<file path="config.mk">
export PLATFORM = sky130hd
export DESIGN_NAME = bbld_demosaic
export DESIGN_NICKNAME = d
export VERILOG_FILES = /design/src/rtl/bbld_pkg.sv /design/src/rtl/bbld_demosaic.sv
export SDC_FILE = /design/constraint.sdc
export NUM_CORES = 1
export LEC_CHECK = 0
export BUFFER_PORTS_ARGS = -buffer_cell sky130_fd_sc_hd__buf_2
export CAP_MARGIN = 20
export CELL_PAD_IN_SITES_DETAIL_PLACEMENT = 0
export CELL_PAD_IN_SITES_GLOBAL_PLACEMENT = 2
export CORE_MARGIN = 3
export CORE_UTILIZATION = 30
export DETAILED_ROUTE_END_ITERATION = 12
export PLACE_DENSITY_LB_ADDON = 0.1
export SYNTH_ARGS = -nofsm -noshare
export SYNTH_HDL_FRONTEND = slang
export SYNTH_SLANG_ARGS = --single-unit
</file>
<file path="constraint.sdc">
create_clock -name vclk -period 6.74
set_input_delay 0 -clock vclk [all_inputs]
set_output_delay 0 -clock vclk [all_outputs]
set_load 0.005 [all_outputs]
</file>
<file path="src/rtl/bbld_pkg.sv">
package bbld_pkg;

    // Register indexes, decoded from paddr[3:2].
    localparam logic [1:0] REG_BLACK_LEVEL  = 2'd0;
    localparam logic [1:0] REG_NORM_GAIN    = 2'd1;
    localparam logic [1:0] REG_FRAME_WIDTH  = 2'd2;
    localparam logic [1:0] REG_FRAME_HEIGHT = 2'd3;

    localparam logic [15:0] BLACK_LEVEL_RST  = 16'd0;
    localparam logic [31:0] NORM_GAIN_RST    = 32'd65537;
    localparam logic [12:0] FRAME_WIDTH_RST  = 13'd4096;
    localparam logic [15:0] FRAME_HEIGHT_RST = 16'd1;

    localparam logic [15:0] PIX_MAX = 16'hFFFF;

    // Line store word: row above in the upper half, center row in the lower half.
    localparam int LINE_DW = 32;

    // Result queue.
    localparam int OQ_DEPTH = 8;
    localparam int OQ_AW    = 3;

    // Per-transaction control produced by the position counters.
    typedef struct packed {
        logic c0;        // column zero of a row
        logic m0;        // row above lies inside the frame
        logic m1;        // center row lies inside the frame
        logic m2;        // new sample is real (inside the frame, not a flush)
        logic emit;      // this transaction releases a pixel
        logic last;      // released pixel is the last one of the frame
        logic even_row;  // parity of the released pixel
        logic even_col;
    } t_ctl;

    // 3x3 window, index [row][column]; row 0 is the oldest row.
    typedef logic [2:0][2:0][15:0] t_win;

    typedef struct packed {
        logic [15:0] red;
        logic [15:0] green;
        logic [15:0] blue;
        logic        frame_end;
    } t_pix;

    function automatic logic [15:0] sat_inc16(input logic [15:0] x);
        return (x == 16'hFFFF) ? x : x + 16'd1;
    endfunction

endpackage

</file>
<file path="src/rtl/bbld_demosaic.sv">
module bbld_demosaic
    import bbld_pkg::*;
(
    input  t_win i_win,
    input  logic i_even_row,
    input  logic i_even_col,
    input  logic i_last,
    output t_pix o_pix
);

    logic [17:0] cross_sum;
    logic [17:0] corner_sum;
    logic [16:0] horiz_sum;
    logic [16:0] vert_sum;

    always_comb begin
        horiz_sum  = {1'b0, i_win[1][0]} + {1'b0, i_win[1][2]};
        vert_sum   = {1'b0, i_win[0][1]} + {1'b0, i_win[2][1]};
        cross_sum  = {1'b0, horiz_sum} + {1'b0, vert_sum};
        corner_sum = 18'(i_win[0][0]) + 18'(i_win[0][2])
                   + 18'(i_win[2][0]) + 18'(i_win[2][2]);

        o_pix.frame_end = i_last;
        if (i_even_row && i_even_col) begin
            o_pix.red   = i_win[1][1];
            o_pix.green = cross_sum[17:2];
            o_pix.blue  = corner_sum[17:2];
        end else if (i_even_row) begin
            o_pix.red   = horiz_sum[16:1];
            o_pix.green = i_win[1][1];
            o_pix.blue  = vert_sum[16:1];
        end else if (i_even_col) begin
            o_pix.red   = vert_sum[16:1];
            o_pix.green = i_win[1][1];
            o_pix.blue  = horiz_sum[16:1];
        end else begin
            o_pix.red   = corner_sum[17:2];
            o_pix.green = cross_sum[17:2];
            o_pix.blue  = i_win[1][1];
        end
    end

endmodule

</file>
Yosys cells after proc, flatten, opt, wreduce, memory -nomap -nowiden
Index checks and enable logic that the tools add are counted.
W data, S select, Z words.
{ "totals": {"register_bits": 0, "latch_bits": 0, "mem_bits_rw": 0, "romBits": 0, "inputBits": 147, "output_inout_bits": 49, "n_memories": 0} }
{ "classes": {"addsub": 6, "n_mul": 0, "div_mod_pow": 0, "order_cmp": 0, "eq_ne": 0, "n_shift": 0, "mux": 3, "n_bitwise": 0, "n_reduce_logical": 1} }
{ "op_table": {"columns": ["operator", "n"], "rows": [
  ["$mux W48", 3],
  ["$add A16 B16 Y17", 3],
  ["$add A17 B16 Y18", 1],
  ["$add A17 B17 Y18", 1],
  ["$add A18 B16 Y18", 1],
  ["$logic_and A1 B1 Y1", 1]
]} }

Longest topological paths before layout
{ "logic_depth": {"depth_word": 6, "depth_mapped": 16, "ltp_nobuf": 16} }

Worst setup path after synthesis
OpenSTA, ideal clock, no wires.
{ "synth_path": {"path_type": "input-to-output", "from": "in i_win[48] (netlist name)", "to": "out o_pix[31] (netlist name)", "arrival_ns": 3.279, "required_time_ns": 6.740, "slack_ns": 3.461, "cell_stages": 16, "path_buffers": 0, "path_cell_list": "ha_1 fa_1 a211oi_1 o21bai_1 a21oi_1 xnor2_1 ha_1 nand3_1 nand2_1 a21oi_1 o21ai_0 maj3_4 a211o_2 a2111oi_4 o21ai_0 nand3_1"} }
{ "synth_lines": {"columns": ["item", "line", "source"], "rows": [
  ["start: declaration", "bbld_demosaic.sv:4", "input t_win i_win,"],
  ["end: declaration", "bbld_demosaic.sv:8", "output t_pix o_pix"]
]} }

==> impl_metrics.py <==
metrics = {
    "status": {
        "outcome": "completed",
    },
    "clocking": {
        "post_cts_buffers": 0,
        "holdBufCountCts": 0,
        "cts.repair.resized": 0,
    },
    "route": {
        "routedWlPerCell_um": 15.5,
        "via_per_inst": 5.09,
        "routed_wl_um": 13800,
        "drt-initial-drc-count": 214,
        "first_pass_iters": 4,
        "ant_nets": 0,
        "drc": 0,
        "vias": 4528,
    },
    "timing": {
        "period_minus_slack_ns": 3.93,
        "worst_slew_pin_slew_ns": 0.689,
        "slew_violations": 0,
        "post-route-period-util_pct": 58.4,
        "hold_viol_final": 0,
        "rsz0062_at_grt": "no",
        "setup_viol": 0,
        "tns_ns": 0,
        "relSlewSlack_pct": 54.1,
        "fmax_mhz": 254,
    },
    "synthesis": {
        "synth_area_per_cell_um2": 8.49,
        "yosys.area.top_type": "ha_1",
        "ys_warn_count": 0,
        "synthCells": 526,
        "synth_top_area_share_pct": 17.4,
        "ys_types": 60,
        "syn_nets": 769,
        "synth_area_mm2": 0.00447,
        "ys_seq_area_share_pct": 0,
        "synthTopCellsByArea": "ha_1 17%, fa_1 15%, mux4_2 13%",
    },
    "floorplanning": {
        "die_x_um": 128,
        "rows": 43,
        "io_pins": 196,
        "die_h_um": 128,
        "start_util_pct": 31.4,
        "core_region_area_mm2": 0.0142,
        "die_area_mm2": 0.0164,
    },
    "cells_and_area": {
        "drive_gt1_share_pct": 33.4,
        "antenna_cells": 0,
        "postLayoutCellArea_mm2": 0.00563,
        "layout_commonest_cell": "buf_2",
        "syn_to_final_growth_pct": 26.0,
        "seq_cells": 0,
        "final_util_pct": 39.6,
        "n_clock_buffer": 0,
        "fin_nets": 954,
        "final_cell_mix": "194 x buf_2, 68 x inv_1, 62 x ha_1",
        "regArea_um2": 0,
    },
    "placed_design": {
        "placed_area_mm2": 0.00563,
        "port_buffers": 194,
        "place.gp.congestion": 0.848,
        "dp_hpwl_um": 12300,
    },
    "grt": {
        "antenna_found_initial": 0,
        "grt_remaining_overflow": 0,
        "grt_pass1_vias": 4552,
        "track_usage_pct": 16.4,
        "grt_pass1_wl_um": 22400,
        "grt_max_degree": 45,
    },
    "setup_path": {
        "crit_path_max_fanout": 4,
        "worst-path-buf-inv": 2,
        "crit_required_ns": 6.74,
        "worstPathCellList": "buf_2, ha_1, fa_1, a211oi_1, o21bai_1, a21oi_1, xnor2_1, ha_1, nand3_1, nand2_1, a21oi_1, o21ai_0, maj3_4, a211o_2, a2111oi_4, or4_1, nand3_1, buf_2",
        "crit_family": "compound AO/OA/AOI/OAI gates",
        "worstSetupPathType": "input port to output pin",
        "crit_path_end_kind": "output pin",
        "arrival_ns": 3.93,
        "cp.depth": 18,
        "startpoint_type": "input port",
        "crit_path_top_delay_cell": "fa_1",
        "slowest_delay_ns": 0.43,
    },
    "worst_hold_path": {
        "hold_path_depth": 0,
        "min_path_type": "input port to output pin",
    },
    "run": {
        "cap_violations": 0,
    },
    "pwr": {
        "power_leakage_nw": 2.82,
        "pwr_density_cell_mw_per_mm2": 204,
        "ir_drop_v": 0.0000699,
    },
}
-- per-stage QoR --
step	hold WS [ns]	instances	setup WS (ns)	power, mW
finish	0.00000224	889	2.81	1.15
global route	0.0000169	889	2.45	1.29
CTS	0.0000601	889	2.77	1.17
detailed placement	0.0000601	889	2.81	1.16
global placement	0.0000601	889	2.84	1.15
floorplan	0.0808	526	3.46	0.786
-- logic make-up (layout without fill, tap and decap cells) --
logic type               count (synthesis)  in the layout  share of synthesized area (%)
AO/OA/AOI/OAI                          153            153                           22.6
XOR/XNOR                                51             51                           10.0
adder cells (fa/ha/maj)                 97             97                           32.9
buffers and inverters                   82            265                           6.97
multiplexers                            29             29                           14.5
AND/OR/NAND/NOR                        114            114                           12.9
-- cell type report --
| class | instances | area (um^2) |
|---|---|---|
| Multi-Input combinational cell | 444 | 4160 |
| Timing Repair Buffer | 197 | 993 |
| Inverter | 68 | 255 |
| Fill cell | 1570 | 8570 |
| Tap cell | 180 | 225 |
-- synthesized netlist by cell type (3+ instances only) --
cell	count
o31ai_1	4
nor3_1	8
nand4_1	4
nand2b_1	8
xnor2_1	33
or4_1	3
and3_1	4
a31oi_1	4
a21oi_1	41
a211oi_1	9
clkbuf_1	10
o21ai_0	33
buf_1	3
a21o_1	16
nand3_1	9
nor4_1	3
o21a_1	4
nor3b_1	7
nor2_1	24
nand2_1	32
inv_1	68
fa_1	34
ha_1	62
o21bai_1	11
xor2_1	18
mux4_2	26
a211o_1	3
-- worst paths after layout --
check,startpoint,end
hold / removal,i_last,o_pix[0]
setup / recovery,i_win[48],o_pix[31]
-- per-layer routing --
| layer | up-vias | routed length [um] | track usage (%) |
|---|---|---|---|
| met5 | - | 0 | 0 |
| met4 | 0 | 29 | 0.499 |
| met3 | 2 | 680 | 1.00 |
| met2 | 116 | 7160 | 31.2 |
| met1 | 2124 | 5950 | 21.4 |
| li1 | 2286 | - | - |
-- report_power, final --
| group | switching, mW | internal, mW |
|---|---|---|
| clock network | 0 | 0 |
| logic | 0.603 | 0.544 |
| registers | 0 | 0 |
| total | 0.603 | 0.544 |
No activity file was read; power rests on OpenSTA's default activity.
