==> config.mk <==
export PLATFORM = sky130hd
export DESIGN_NAME = bbld_ctrl
export DESIGN_NICKNAME = d
export VERILOG_FILES = /design/src/rtl/bbld_pkg.sv /design/src/rtl/bbld_ctrl.sv
export SDC_FILE = /design/constraint.sdc
export NUM_CORES = 1
export LEC_CHECK = 0
export ABC_AREA = 1
export BUFFER_PORTS_ARGS = -buffer_cell sky130_fd_sc_hd__clkbuf_2
export CAP_MARGIN = 15
export CORE_MARGIN = 2
export CORE_UTILIZATION = 35
export DETAILED_ROUTE_END_ITERATION = 7
export PLACE_DENSITY_LB_ADDON = 0.25
export RECOVER_POWER = 50
export SETUP_SLACK_MARGIN = 0.5
export SLEW_MARGIN = 5
export SYNTH_ARGS = -nofsm -noshare
export SYNTH_HDL_FRONTEND = slang
export SYNTH_SLANG_ARGS = --single-unit
==> constraint.sdc <==
create_clock -name i_clk -period 8.4 [get_ports i_clk]
set_input_delay 0.42 -clock i_clk [delete_from_list [all_inputs] [get_ports i_clk]]
set_output_delay 0.42 -clock i_clk [all_outputs]
set_load 0.03 [all_outputs]
==> src/rtl/bbld_pkg.sv <==
package bbld_pkg;

    // Register indexes, decoded from paddr[3:2].
    localparam logic [1:0] REG_BLACK_LEVEL  = 2'd0;
    localparam logic [1:0] REG_NORM_GAIN    = 2'd1;
    localparam logic [1:0] REG_FRAME_WIDTH  = 2'd2;
    localparam logic [1:0] REG_FRAME_HEIGHT = 2'd3;

    localparam logic [15:0] BLACK_LEVEL_RST  = 16'd0;
    localparam logic [31:0] NORM_GAIN_RST    = 32'd65537;
    localparam logic [12:0] FRAME_WIDTH_RST  = 13'd4096;
    localparam logic [15:0] FRAME_HEIGHT_RST = 16'd1;

    localparam logic [15:0] PIX_MAX = 16'hFFFF;

    // Line store word: row above in the upper half, center row in the lower half.
    localparam int LINE_DW = 32;

    // Result queue.
    localparam int OQ_DEPTH = 8;
    localparam int OQ_AW    = 3;

    // Per-transaction control produced by the position counters.
    typedef struct packed {
        logic c0;        // column zero of a row
        logic m0;        // row above lies inside the frame
        logic m1;        // center row lies inside the frame
        logic m2;        // new sample is real (inside the frame, not a flush)
        logic emit;      // this transaction releases a pixel
        logic last;      // released pixel is the last one of the frame
        logic even_row;  // parity of the released pixel
        logic even_col;
    } t_ctl;

    // 3x3 window, index [row][column]; row 0 is the oldest row.
    typedef logic [2:0][2:0][15:0] t_win;

    typedef struct packed {
        logic [15:0] red;
        logic [15:0] green;
        logic [15:0] blue;
        logic        frame_end;
    } t_pix;

    function automatic logic [15:0] sat_inc16(input logic [15:0] x);
        return (x == 16'hFFFF) ? x : x + 16'd1;
    endfunction

endpackage

==> src/rtl/bbld_ctrl.sv <==
module bbld_ctrl
    import bbld_pkg::*;
#(
    parameter int MAX_WIDTH = 4096
) (
    input  logic                         i_clk,
    input  logic                         i_rst_n,
    input  logic                         i_accept,
    input  logic                         i_flush,
    input  logic [12:0]                  i_frame_width,
    input  logic [15:0]                  i_frame_height,
    output logic [$clog2(MAX_WIDTH)-1:0] o_addr,
    output t_ctl                         o_ctl
);

    localparam int IW = $clog2(MAX_WIDTH);
    localparam int WW = $clog2(MAX_WIDTH + 1);
    localparam int CW = (WW > 13) ? WW : 13;

    logic [IW-1:0] r_in_col,  n_in_col;
    logic [15:0]   r_in_row,  n_in_row;
    logic [IW-1:0] r_out_col, n_out_col;
    logic [15:0]   r_out_row, n_out_row;

    logic [CW-1:0] fw_ext;
    logic [WW-1:0] w;
    logic [15:0]   h;
    logic          wrap0;
    logic [IW-1:0] c;
    logic [15:0]   r;
    logic [WW-1:0] oc1;
    logic [16:0]   or1;
    logic [WW-1:0] cn1;
    t_ctl          ctl;

    always_comb begin
        fw_ext = CW'(i_frame_width);
        if (i_frame_width == 13'd0) begin
            w = WW'(1);
        end else if (fw_ext > CW'(MAX_WIDTH)) begin
            w = WW'(MAX_WIDTH);
        end else begin
            w = WW'(fw_ext);
        end
        h = (i_frame_height == 16'd0) ? 16'd1 : i_frame_height;

        // A column left beyond a narrowed width wraps to the next row first.
        wrap0 = (WW'(r_in_col) >= w);
        c     = wrap0 ? '0 : r_in_col;
        r     = wrap0 ? sat_inc16(r_in_row) : r_in_row;

        oc1 = WW'(r_out_col) + WW'(1);
        or1 = {1'b0, r_out_row} + 17'd1;
        cn1 = WW'(c) + WW'(1);

        ctl.c0       = (c == '0);
        ctl.m0       = (r >= 16'd2) && ((r - 16'd2) < h);
        ctl.m1       = (r != 16'd0) && ((r - 16'd1) < h);
        ctl.m2       = !i_flush && (r < h);
        ctl.emit     = (r >= 16'd2) || ((r == 16'd1) && (c != '0));
        ctl.last     = ctl.emit && (oc1 >= w) && (or1 >= {1'b0, h});
        ctl.even_row = !r_out_row[0];
        ctl.even_col = !r_out_col[0];

        n_in_col  = r_in_col;
        n_in_row  = r_in_row;
        n_out_col = r_out_col;
        n_out_row = r_out_row;
        if (i_accept) begin
            if (ctl.last) begin
                n_in_col  = '0;
                n_in_row  = '0;
                n_out_col = '0;
                n_out_row = '0;
            end else begin
                if (ctl.emit) begin
                    if (oc1 >= w) begin
                        n_out_col = '0;
                        n_out_row = sat_inc16(r_out_row);
                    end else begin
                        n_out_col = IW'(oc1);
                    end
                end
                if (cn1 >= w) begin
                    n_in_col = '0;
                    n_in_row = sat_inc16(r);
                end else begin
                    n_in_col = IW'(cn1);
                    n_in_row = r;
                end
            end
        end
    end

    always_ff @(posedge i_clk) begin
        if (!i_rst_n) begin
            r_in_col  <= '0;
            r_in_row  <= '0;
            r_out_col <= '0;
            r_out_row <= '0;
        end else begin
            r_in_col  <= n_in_col;
            r_in_row  <= n_in_row;
            r_out_col <= n_out_col;
            r_out_row <= n_out_row;
        end
    end

    assign o_addr = c;
    assign o_ctl  = ctl;

endmodule

After elaboration in Yosys (flattened, before gate mapping)

Cells that the tools add are included.

Bits in registers: 56
Word-level logic and storage cells: 63

$add $sub $neg: 8
$lt $le $gt $ge: 9
Equality and inequality tests: 5
Multiplexer cells: 18
Reductions and logical operators: 19

Operators by type and width:

| operator                                                               | number |
|---|---|
| 16-bit two-way mux                                                     | 10 |
| 12-bit two-way mux                                                     | 6 |
| 16-bit by 1-bit adder with 16-bit output, second input constant        | 3 |
| 16-bit == test, second input constant                                  | 3 |
| 16-bit < comparator                                                    | 3 |
| 12-bit by 1-bit adder with 13-bit output, second input constant        | 2 |
| 13-bit >= comparator                                                   | 2 |
| 13-bit two-way mux                                                     | 2 |
| 16-bit by 1-bit adder with 17-bit output, second input constant        | 1 |
| 17-bit by 16-bit >= comparator with 1-bit output                       | 1 |
| 16-bit by 1-bit == test with 1-bit output, second input constant       | 1 |
| 16-bit by 2-bit >= comparator with 1-bit output, second input constant | 1 |
| 16-bit logical NOT                                                     | 1 |
| 16-bit nonzero test                                                    | 1 |
| 16-bit by 1-bit subtractor with 16-bit output, second input constant   | 1 |
| 16-bit by 2-bit subtractor with 16-bit output, second input constant   | 1 |
| 12-bit by 13-bit >= comparator with 1-bit output                       | 1 |
| 13-bit > comparator, second input constant                             | 1 |
| 13-bit logical NOT                                                     | 1 |
| 12-bit logical NOT                                                     | 1 |
| 12-bit nonzero test                                                    | 1 |
| 1-bit logical AND                                                      | 6 |
| 4-bit AND reduction                                                    | 1 |
| 2-bit nonzero test                                                     | 2 |
| other kinds (4)                                                        | 6 |

Depth between registers and ports, before layout

Gate-level depths: netlist of the first run.

Word-level depth: 12
Mapped depth: 39

Least setup slack after synthesis of the first run

Ideal clock, no wire load.

Path kind: input-to-reg
Start point: in i_frame_width[11]
End point: reg r_in_row[11]
Library setup time: 0.071 ns
Data arrival time: 5.626 ns
Data required time: 8.329 ns
Setup slack: 2.702 ns
Cell stages on the path: 35
Cell sequence: nor4_1 -> inv_1 -> nor4_1 -> nor2_1 -> clkinv_1 -> nand2_1 -> ha_1 -> nand2_1 -> nor2_4 -> and2_1 -> nand2_2 -> nand3_2 -> buf_4 -> buf_2 -> nor2_1 -> ha_1 -> nand2_1 -> nor2_1 -> nand2_1 -> inv_1 -> nand3_1 -> nand2_1 -> inv_1 -> ha_1 -> nand2_1 -> nor2_1 -> nand2_1 -> or3_1 -> nand3_1 -> clkbuf_1 -> clkbuf_1 -> nand4_1 -> nand2_1 -> nand2_1 -> a21oi_1

Longest elaborated chain between the ends: 11
Elaborated cells between the ends (all ways): 22
Classes of those cells: add/sub: 2; order compare: 5; eq/ne: 2; mux: 7; reduce/logical: 6

Ends and longest elaborated chain:

| what                                                                                             | line             | source |
|---|---|---|
| start, declared                                                                                  | bbld_ctrl.sv:10  | `input logic [12:0] i_frame_width,` |
| 13-bit > comparator                                                                              | bbld_ctrl.sv:40  | `end else if (fw_ext > CW'(MAX_WIDTH)) begin` |
| 13-bit two-way mux                                                                               | bbld_ctrl.sv:40  |  |
| 13-bit two-way mux *                                                                             | bbld_ctrl.sv:38  | `if (i_frame_width == 13'd0) begin` |
| 12-bit by 13-bit >= comparator with 1-bit output *                                               | bbld_ctrl.sv:48  | `wrap0 = (WW'(r_in_col) >= w);` |
| 12-bit two-way mux *                                                                             | bbld_ctrl.sv:49  | `c = wrap0 ? '0 : r_in_col;` |
| named net o_addr[0]                                                                              | bbld_ctrl.sv:12  | `output logic [$clog2(MAX_WIDTH)-1:0] o_addr,` |
| parallel branches: the longest is 5 deep, another holds 12-bit by 1-bit adder with 13-bit output | --               |  |
| 16-bit two-way mux *                                                                             | bbld_ctrl.sv:70  | `if (ctl.last) begin` |
| end signal, assigned                                                                             | bbld_ctrl.sv:103 | `r_in_row <= n_in_row;` |
| end, declared                                                                                    | bbld_ctrl.sv:21  | `logic [15:0] r_in_row, n_in_row;` |

Mark *: on every way through the listed nets, which the timed path passes.
A chain may end at the register's enable or synchronous reset.

Final worst setup path of the first run

Start point: in i_frame_width[11]
End point: reg r_in_row[12]

Longest elaborated chain between the ends: 11
Elaborated cells between the ends (all ways): 22
Classes of those cells: add/sub: 2; order compare: 5; eq/ne: 2; mux: 7; reduce/logical: 6

Ends and longest elaborated chain:

| what                                                                                                     | line |
|---|---|
| 13-bit > comparator                                                                                      | bbld_ctrl.sv:40 |
| 13-bit two-way mux                                                                                       | bbld_ctrl.sv:40 |
| 13-bit two-way mux *                                                                                     | bbld_ctrl.sv:38 |
| parallel branches: the longest is 7 deep, another holds 12-bit by 13-bit >= comparator with 1-bit output | -- |
| 16-bit two-way mux *                                                                                     | bbld_ctrl.sv:70 |

Every way passes the cells marked *.

==> results.md, run 1 <==
- The final estimated routing congestion in global placement is 0.8811.
- Setup repair after global routing left no endpoint under its margin.
- Headroom to the max-slew limit came out at 4.675%.
- For the pin with the worst max-slew slack, the measured transition is 1425 ps.
- The number of H-tree levels is 2.
- The filler cells instantiated in the layout total approximately 2,400.
- The most frequent cell on the critical path is nand2_1.
- The final count of negative-setup-slack endpoints is 0.
- The mapped netlist covers between 7000 and 8000 µm².
- Net switching is 43.26% of the power.
- The number of sinks driven by the clock tree is 56.
- By area the synthesized netlist is led by ha_1 18%, dfxtp_1 15%, nand2_1 15%, nor2_1 6.6%, inv_1 6.3%.
- The count of non-filler cells in the finished layout is 1,529.
- After routing, the total negative slack on setup checks comes to 0 ps.
- The vertical die dimension is 151.8 µm.
- The total wire length is between 20 and 25 mm.
- Hold timing on the final database bottoms out at a slack of 466.8 ps.
- The mean post-synth cell area is 6.307 µm².
- The clock period minus worst slack is 7176 ps.
- The quantity of hold-fixing buffers added after cts is 0.
- The most common cell in the synthesized netlist is nand2_1.
- By count the netlist is led by 296 x nand2_1, 134 x nor2_1, 129 x inv_1.
- The register bit total from synthesis is 56.
- The share of flip-flops with an asynchronous set or reset is 0%.
- The startpoint identified for the worst register-to-register timing path is r_in_col[8]$_SDFFE_PN0P_.
- The most utilized layer in the global route result is met2.
- The antenna violation net count after detailed routing is 0.
- The global-route congestion overflow total is 0.
- Setup slack closes at approximately 1200 ps.
- Synthesis produced 1,212 cells.
- The first global-routing pass estimated 36.34 mm of wire.
- The startpoint of the worst hold path is r_out_col[6]$_SDFFE_PN0P_.
- The post-synthesis sequential area ratio is ~15%.
- The top cell type's share of synthesized area is 17.68%.
- After detailed routing, the average wire length per cell comes to 14.76 µm.
- Relative to the synthesized area, the layout overhead comes to 6.564%.
- The later pin in the worst-skew pair is clocked with a latency of 310 ps.
- In this run the static leakage power is 3.989 nW.
- The number of resized instances in the post-cts repair step is 0.
- The count of yosys warnings during synthesis is 0.
- The critical path starts at i_frame_width[11].
- Based on the critical path, the design can be clocked at up to between 100 and 150 MHz.
- IR analysis of the VDD net gives a maximum drop of 0.07184 mV.
- The power after layout is 0.9596 mW.
- The internal power of the cells totals 0.5444 mW.
- For this configuration, the core starts out at a cell density of 35.35%.
- Yosys mapped a number of flops with a built-in enable equal to 0.
- The number of detailed-route iterations in the first pass is 5.
- The final hold violation count is 0.
- In this run, distinct cell masters in the synthesized netlist total 45.
- The core region is 21,620 µm².
- The net count of the finished layout is 1,389.
- The flow ran to the end, and the final reports show no timing, DRC or antenna violations.
- The min-delay analysis places its worst path in the category flip-flop to flip-flop.
- The ratio of total power to cell area is around 120 nW/µm².
- 53 I/O pins were placed.
- The via-per-instance ratio is 5.145.
- The largest fanout on the critical path is 20.
- After the first detailed-routing iteration, the DRC count stood at 559.
- The critical path is of the input pin to flip-flop type.
- The slowest stage cell on the critical path is nor2_1.
- The number of placement rows is 54.
- The category of the worst setup path launch point is an input pin.
- The share of total power dissipated in the clock network is 22.5%.
- The combined flip-flop and latch cell area is 1121 µm².
- The cell family contributing the most delay on the critical path is simple AND/OR/NAND/NOR gates.
- The cell area after placement is 8123 µm².
- The prevailing post-synth register cell is dfxtp_1.
- The sequential cell fraction of total power is 30.3%.
- Data on the critical path arrives at its endpoint at 7410 ps.
- The logic gate share of total power is about 47%.
- The tree is rooted in a clkbuf_16.
- The share of the core filled with cells in the final layout is between 30% and 40%.
- The endpoint class of the critical path is a flip-flop.
- Buffers inserted during clock tree synthesis total 5.
- The overall via count from detail_route is 7,867.
- The repair_antennas step left the layout with diodes totalling 0.
- The biggest area contributor in the post-synthesis netlist is ha_1.
- After routing the design area is 8145 µm².
- The final HPWL from detailed placement is 17.91 mm.
- The width of the die is 151.8 µm.
- The total global-route track usage is 19.87%.
- The die covers 23,040 µm².
- The number of maximum-capacitance violations is 0.
- The fraction of layout cells with a size suffix above 1 is 9.207%.
- The number of nets produced by synthesis is ~1,400.
- The number of global-route vias before repair came to 7,166.
- The area of combinational cells with multiple inputs is approximately 5700 µm².
- The port buffer count is 52.
- The count of final max-slew check failures is 0.
- For this run, the slowest stage of the critical path takes 1070 ps.
- Clock skew on the completed layout was measured at 11.81 ps.
- TritonCTS built the clock tree.
- The largest net degree at the start of global routing is 38.
- The longest clock path from root to sink contains 2 buffers.
- The global-route track usage on met1 is 27.43%.
- Once placement completed, the tool counted placed cells totaling 1,521.
- Together, buffers and inverters on the worst path number 8.
- For this run, global-route usage on met2 was measured as 32.64%.
- The total setup buffers inserted after CTS is 0.
- The final routed DRC violation total is 0.
- The clock slew seen by the registers of the worst setup and hold paths is 70 ps.
- OpenSTA, run right after detailed placement, puts the worst setup slack at 1342 ps.
- The post-route fraction of the period consumed by the critical path is 85.43%.
- Global routing used between 2 and 3% of the available met3 tracks.
- For this design the total switching power over the nets is about 0.42 mW.
- The number of antenna violations at the first check in global routing is 0.
- The required time at the worst-slack endpoint is 8630 ps.
## metal layers
layer,part of all wire (%),wire (µm),vias to the layer above
li1,-,-,4091
met1,48,10820,3566
met2,46,10320,180
met3,4.5,1018,30
met4,1.8,406,0
met5,0,0,-
## cell families after synthesis
logic type / synth area share [%]
AO/OA/AOI/OAI: 12.28
XOR/XNOR: 6.646
adder cells (fa/ha/maj): 17.68
buffers and inverters: 9.150
flip-flops: 14.67
AND/OR/NAND/NOR: 39.58
## cell usage in the layout, fill, tap and decap left out, types with 7 or more instances in the layout
cell      Yosys  routed
nand3_1      79      80
inv_2        10       9
nor3_1       14      14
nor2_2       13      10
nand4_1      51      51
a21oi_1      92     100
inv_1       129     130
nand2_1     296     303
nor4_1        7       7
dfxtp_1      56      56
a211oi_1      8       8
clkbuf_1     13       9
nor2_1      134     140
nand2_2      23      19
o21ai_0      45      45
xor2_1       54      54
ha_1        108     108
clkbuf_2      0      44
## area by class of cell
type / count / share of cell area [%]
clock buffers: 6 / 1.582
clock inverters: 2 / 0.1690
inverters: 146 / 6.743
multi-input cells: 985 / 70.18
flip-flops and latches: 56 / 13.76
well taps: 280 / 4.301
repair buffers: 54 / 3.257
## final timing paths
check | end | slack [ps] | cells after the start
setup / recovery | r_in_row[12]$_SDFFE_PN0P_ | 1220 | 35
hold / removal | r_out_col[6]$_SDFFE_PN0P_ | 470 | 2
setup reg to reg | r_in_row[12]$_SDFFE_PN0P_ | 2060 | 28
hold reg to reg | r_out_col[6]$_SDFFE_PN0P_ | 470 | 2
## state kept, by name, summed over array words and instances (netlist names)
register / cells
r_in_row: 16
r_out_row: 16
r_in_col: 12
r_out_col: 12
## power by group through the flow
| stage | sequential [mW] | clock (mW) | combinational (mW) |
|---|---|---|---|
| 3_3_place_gp | 0.296 | 0 | 0.470 |
| 3_5_place_dp | 0.296 | 0 | 0.470 |
| 2_1_floorplan | 0.292 | 0 | 0.361 |
| 5_1_grt | 0.292 | 0.233 | 0.519 |
| 6_report | 0.290 | 0.216 | 0.453 |
| 4_1_cts | 0.290 | 0.227 | 0.473 |
## tightest hold or removal path, stage by stage, from the launching register on
cell and delay (ps):
dfxtp_1 310, nand2_1 60, a21oi_1 60
Power figures use the tool's default switching activity.
==> run 2: changes to the inputs <==
--- a/config.mk
+++ b/config.mk
@@ -9,7 +9,7 @@
 export BUFFER_PORTS_ARGS = -buffer_cell sky130_fd_sc_hd__clkbuf_2
 export CAP_MARGIN = 15
 export CORE_MARGIN = 2
-export CORE_UTILIZATION = 35
+export CORE_UTILIZATION = 50
 export DETAILED_ROUTE_END_ITERATION = 7
 export PLACE_DENSITY_LB_ADDON = 0.25
 export RECOVER_POWER = 50
==> results.md, run 2 (synthesis results as in run 1) <==
- The number of global-route vias before repair came to 7,190.
- The worst setup path startpoint is i_frame_width[11].
- The worst slew margin relative to its limit is 6.574%.
- The number of antenna violations at the first check in global routing was 0.
- For this design the static power due to leakage is roughly 4 nW.
- The number of clock buffers inserted by TritonCTS is 5.
- The vertical die dimension is 127.6 µm.
- The quantity of hold-fixing buffers added after cts is 0.
- Measured on the finished design, the core utilization comes to 53.71%.
- The die covers ~16,000 µm².
- The count of final max-slew check failures is 0.
- The largest fanout on the critical path is 17.
- The category of the worst setup path launch point is an input pin.
- The clock period could shrink to 7062 ps.
- Before CTS, the worst setup slack after placement is 2115 ps.
- Setup slack on the critical path of the routed design comes to between 1000 and 1500 ps.
- Summed over all nets, the half-perimeter wirelength after detailed placement is roughly 17 mm.
- Detailed routing inserted a total of a little under 8,000 vias.
- The detail route stage leaves a number of antenna-violating nets equal to 0.
- The total setup buffers inserted after CTS is 0.
- Sequential cells account for between 20 and 30% of the total power.
- Data on the critical path arrives at its endpoint at 6640 ps.
- Across the run, the number of max-cap violations was 0.
- The class of the most critical setup path is input pin to output port.
- The total global-route track usage is 26.81%.
- Post-CTS repair changed the size of 0 cells.
- The fraction of layout cells with a size suffix above 1 is under 10%.
- The post-route fraction of the period consumed by the critical path is a little over four fifths.
- The repair_antennas step left the layout with diodes totalling 0.
- CTS placed an instance of clkbuf_16 at the clock tree root.
- The clock latency at the later pin of the worst-skew pair is between 300 and 400 ps.
- In the layout the commonest cells are 303 x nand2_1, 138 x nor2_1, 130 x inv_1.
- The final estimated routing congestion in global placement is 0.9392.
- The run finished with clean final reports.
- Power spread over the standard cell area amounts to 123.7 nW/µm².
- Input and output buffers added on the ports amount to 52.
- Counting the fill cells in the layout gives 1,549.
- Setup repair after global routing left no endpoint under its margin.
- The slowest stage cell on the critical path is nor2_1.
- The count of routing violations after the opening detailed-route iteration is between 500 and 600.
- The switching share of power is a little over two fifths.
- The global-route congestion overflow total is 0.
- For this run, the top clock speed supported by timing is approximately 140 MHz.
- The total internal power is 0.5785 mW.
- The number of placement rows is 45.
- The global-route wire length before repair is 35.62 mm.
- The final hold violation count is 0.
- The endpoint class of the critical path is an output port.
- The most frequent cell on the critical path is nand2_1.
- In the final layout, the registers with the most flip-flops are r_in_row x16, r_out_row x16.
- The number of top-level design ports is between 50 and 60.
- Across the routed clock network, the largest skew measured is 7.708 ps.
- The switching component of the power is 0.4242 mW.
- The startpoint of the worst hold path is r_out_col[6]$_SDFFE_PN0P_.
- The largest buffer count on any clock path is 2.
- The die is 127.6 µm wide.
- The average routed wire per standard cell is around 15 µm.
- The logic gate share of total power is 45.6%.
- Data on the critical path is required at its endpoint by around 8000 ps.
- The number of detailed-route iterations in the first pass is 5.
- The final count of negative-setup-slack endpoints is 0.
- The worst stage delay on the critical path is 1060 ps.
- The count of nets after finishing is between 1,000 and 1,500.
- Entering global routing, the biggest net connects 38 pins.
- The final routed DRC violation total is 0.
- The clock slew seen by the registers of the worst setup and hold paths is 70 ps.
- The clock network accounts for around 26% of the total power.
- Once the floorplan was initialized, standard cells occupied 50.66% of the core.
- The min-delay analysis places its worst path in the category flip-flop to flip-flop.
- Clock tree synthesis found a total of 56 sinks.
- The H-tree was split into 2 levels.
- The slew at the pin closest to its max-slew limit is ~1400 ps.
- The most common library cell in the layout ignoring fill and taps is nand2_1.
- The via-per-instance ratio is around 5.5.
- Setup total negative slack on the finished layout was measured at 0 ps.
- The TritonCTS clock tree is done.
- The standard cell core area is 15,090 µm².
- In this run the critical register-to-register path is launched from r_in_col[8]$_SDFFE_PN0P_.
- The growth of design area from synthesis to finish is 6.024%.
- After detailed routing, the total wire length is 21.37 mm.
- The maximum vdd ir drop is 0.09938 mV.
==> run 2: area by class of cell <==
class / count / area, µm² / area share, %
timing repair buffer: 56 / 300.3 / 3.705
tap: 188 / 235.2 / 2.903
clock buffer: 5 / 125.1 / 1.544
multi-input combinational: 985 / 5727 / 70.67
inverter: 146 / 549.3 / 6.778
clock inverter: 3 / 46.29 / 0.5713
sequential: 56 / 1121 / 13.83
==> run 2: per-stage QoR <==
| stage | hold WS [ps] | instance area, µm² | power (mW) | std cells |
|---|---|---|---|---|
| 5_1_grt | 495.3 | 8104 | 1.078 | 1439 |
| 6_report | 465.4 | 8104 | 1.003 | 1439 |
| 4_1_cts | 469.6 | 8187 | 1.014 | 1438 |
| 2_1_floorplan | 443.6 | 7644 | 0.6535 | 1212 |
| 3_5_place_dp | 457.7 | 8015 | 0.7592 | 1430 |
| 3_3_place_gp | 454.5 | 8015 | 0.7554 | 1430 |
==> run 2: final timing paths <==
path,to,slack [ps],depth (start not counted)
max,o_ctl[5],1340,34
min,r_out_col[6]$_SDFFE_PN0P_,470,2
max reg2reg,r_out_row[9]$_SDFFE_PN0P_,2380,19
min reg2reg,r_out_col[6]$_SDFFE_PN0P_,470,2
==> run 2: power groups by stage <==
stage	Clock, mW	Sequential [mW]	Combinational (mW)
CTS	0.257	0.290	0.466
finish	0.255	0.290	0.457
floorplan	0	0.292	0.361
global route	0.268	0.292	0.518
detailed placement	0	0.296	0.463
global placement	0	0.296	0.460
==> run 2: critical path: cells and delay by family <==
family,cells,cell delay (ps)
compound gates,6,820
xor+xnor,1,170
buf+inv,7,820
fa+ha+maj,3,850
simple gates,17,3580
==> run 2: routing by layer <==
metal	track usage [%]	share of wire, %	vias to the layer above
li1	-	-	4092
met1	37.91	47	3562
met2	43.41	46	220
met3	3.601	5.4	27
met4	6.206	1.6	0
met5	0	0	-
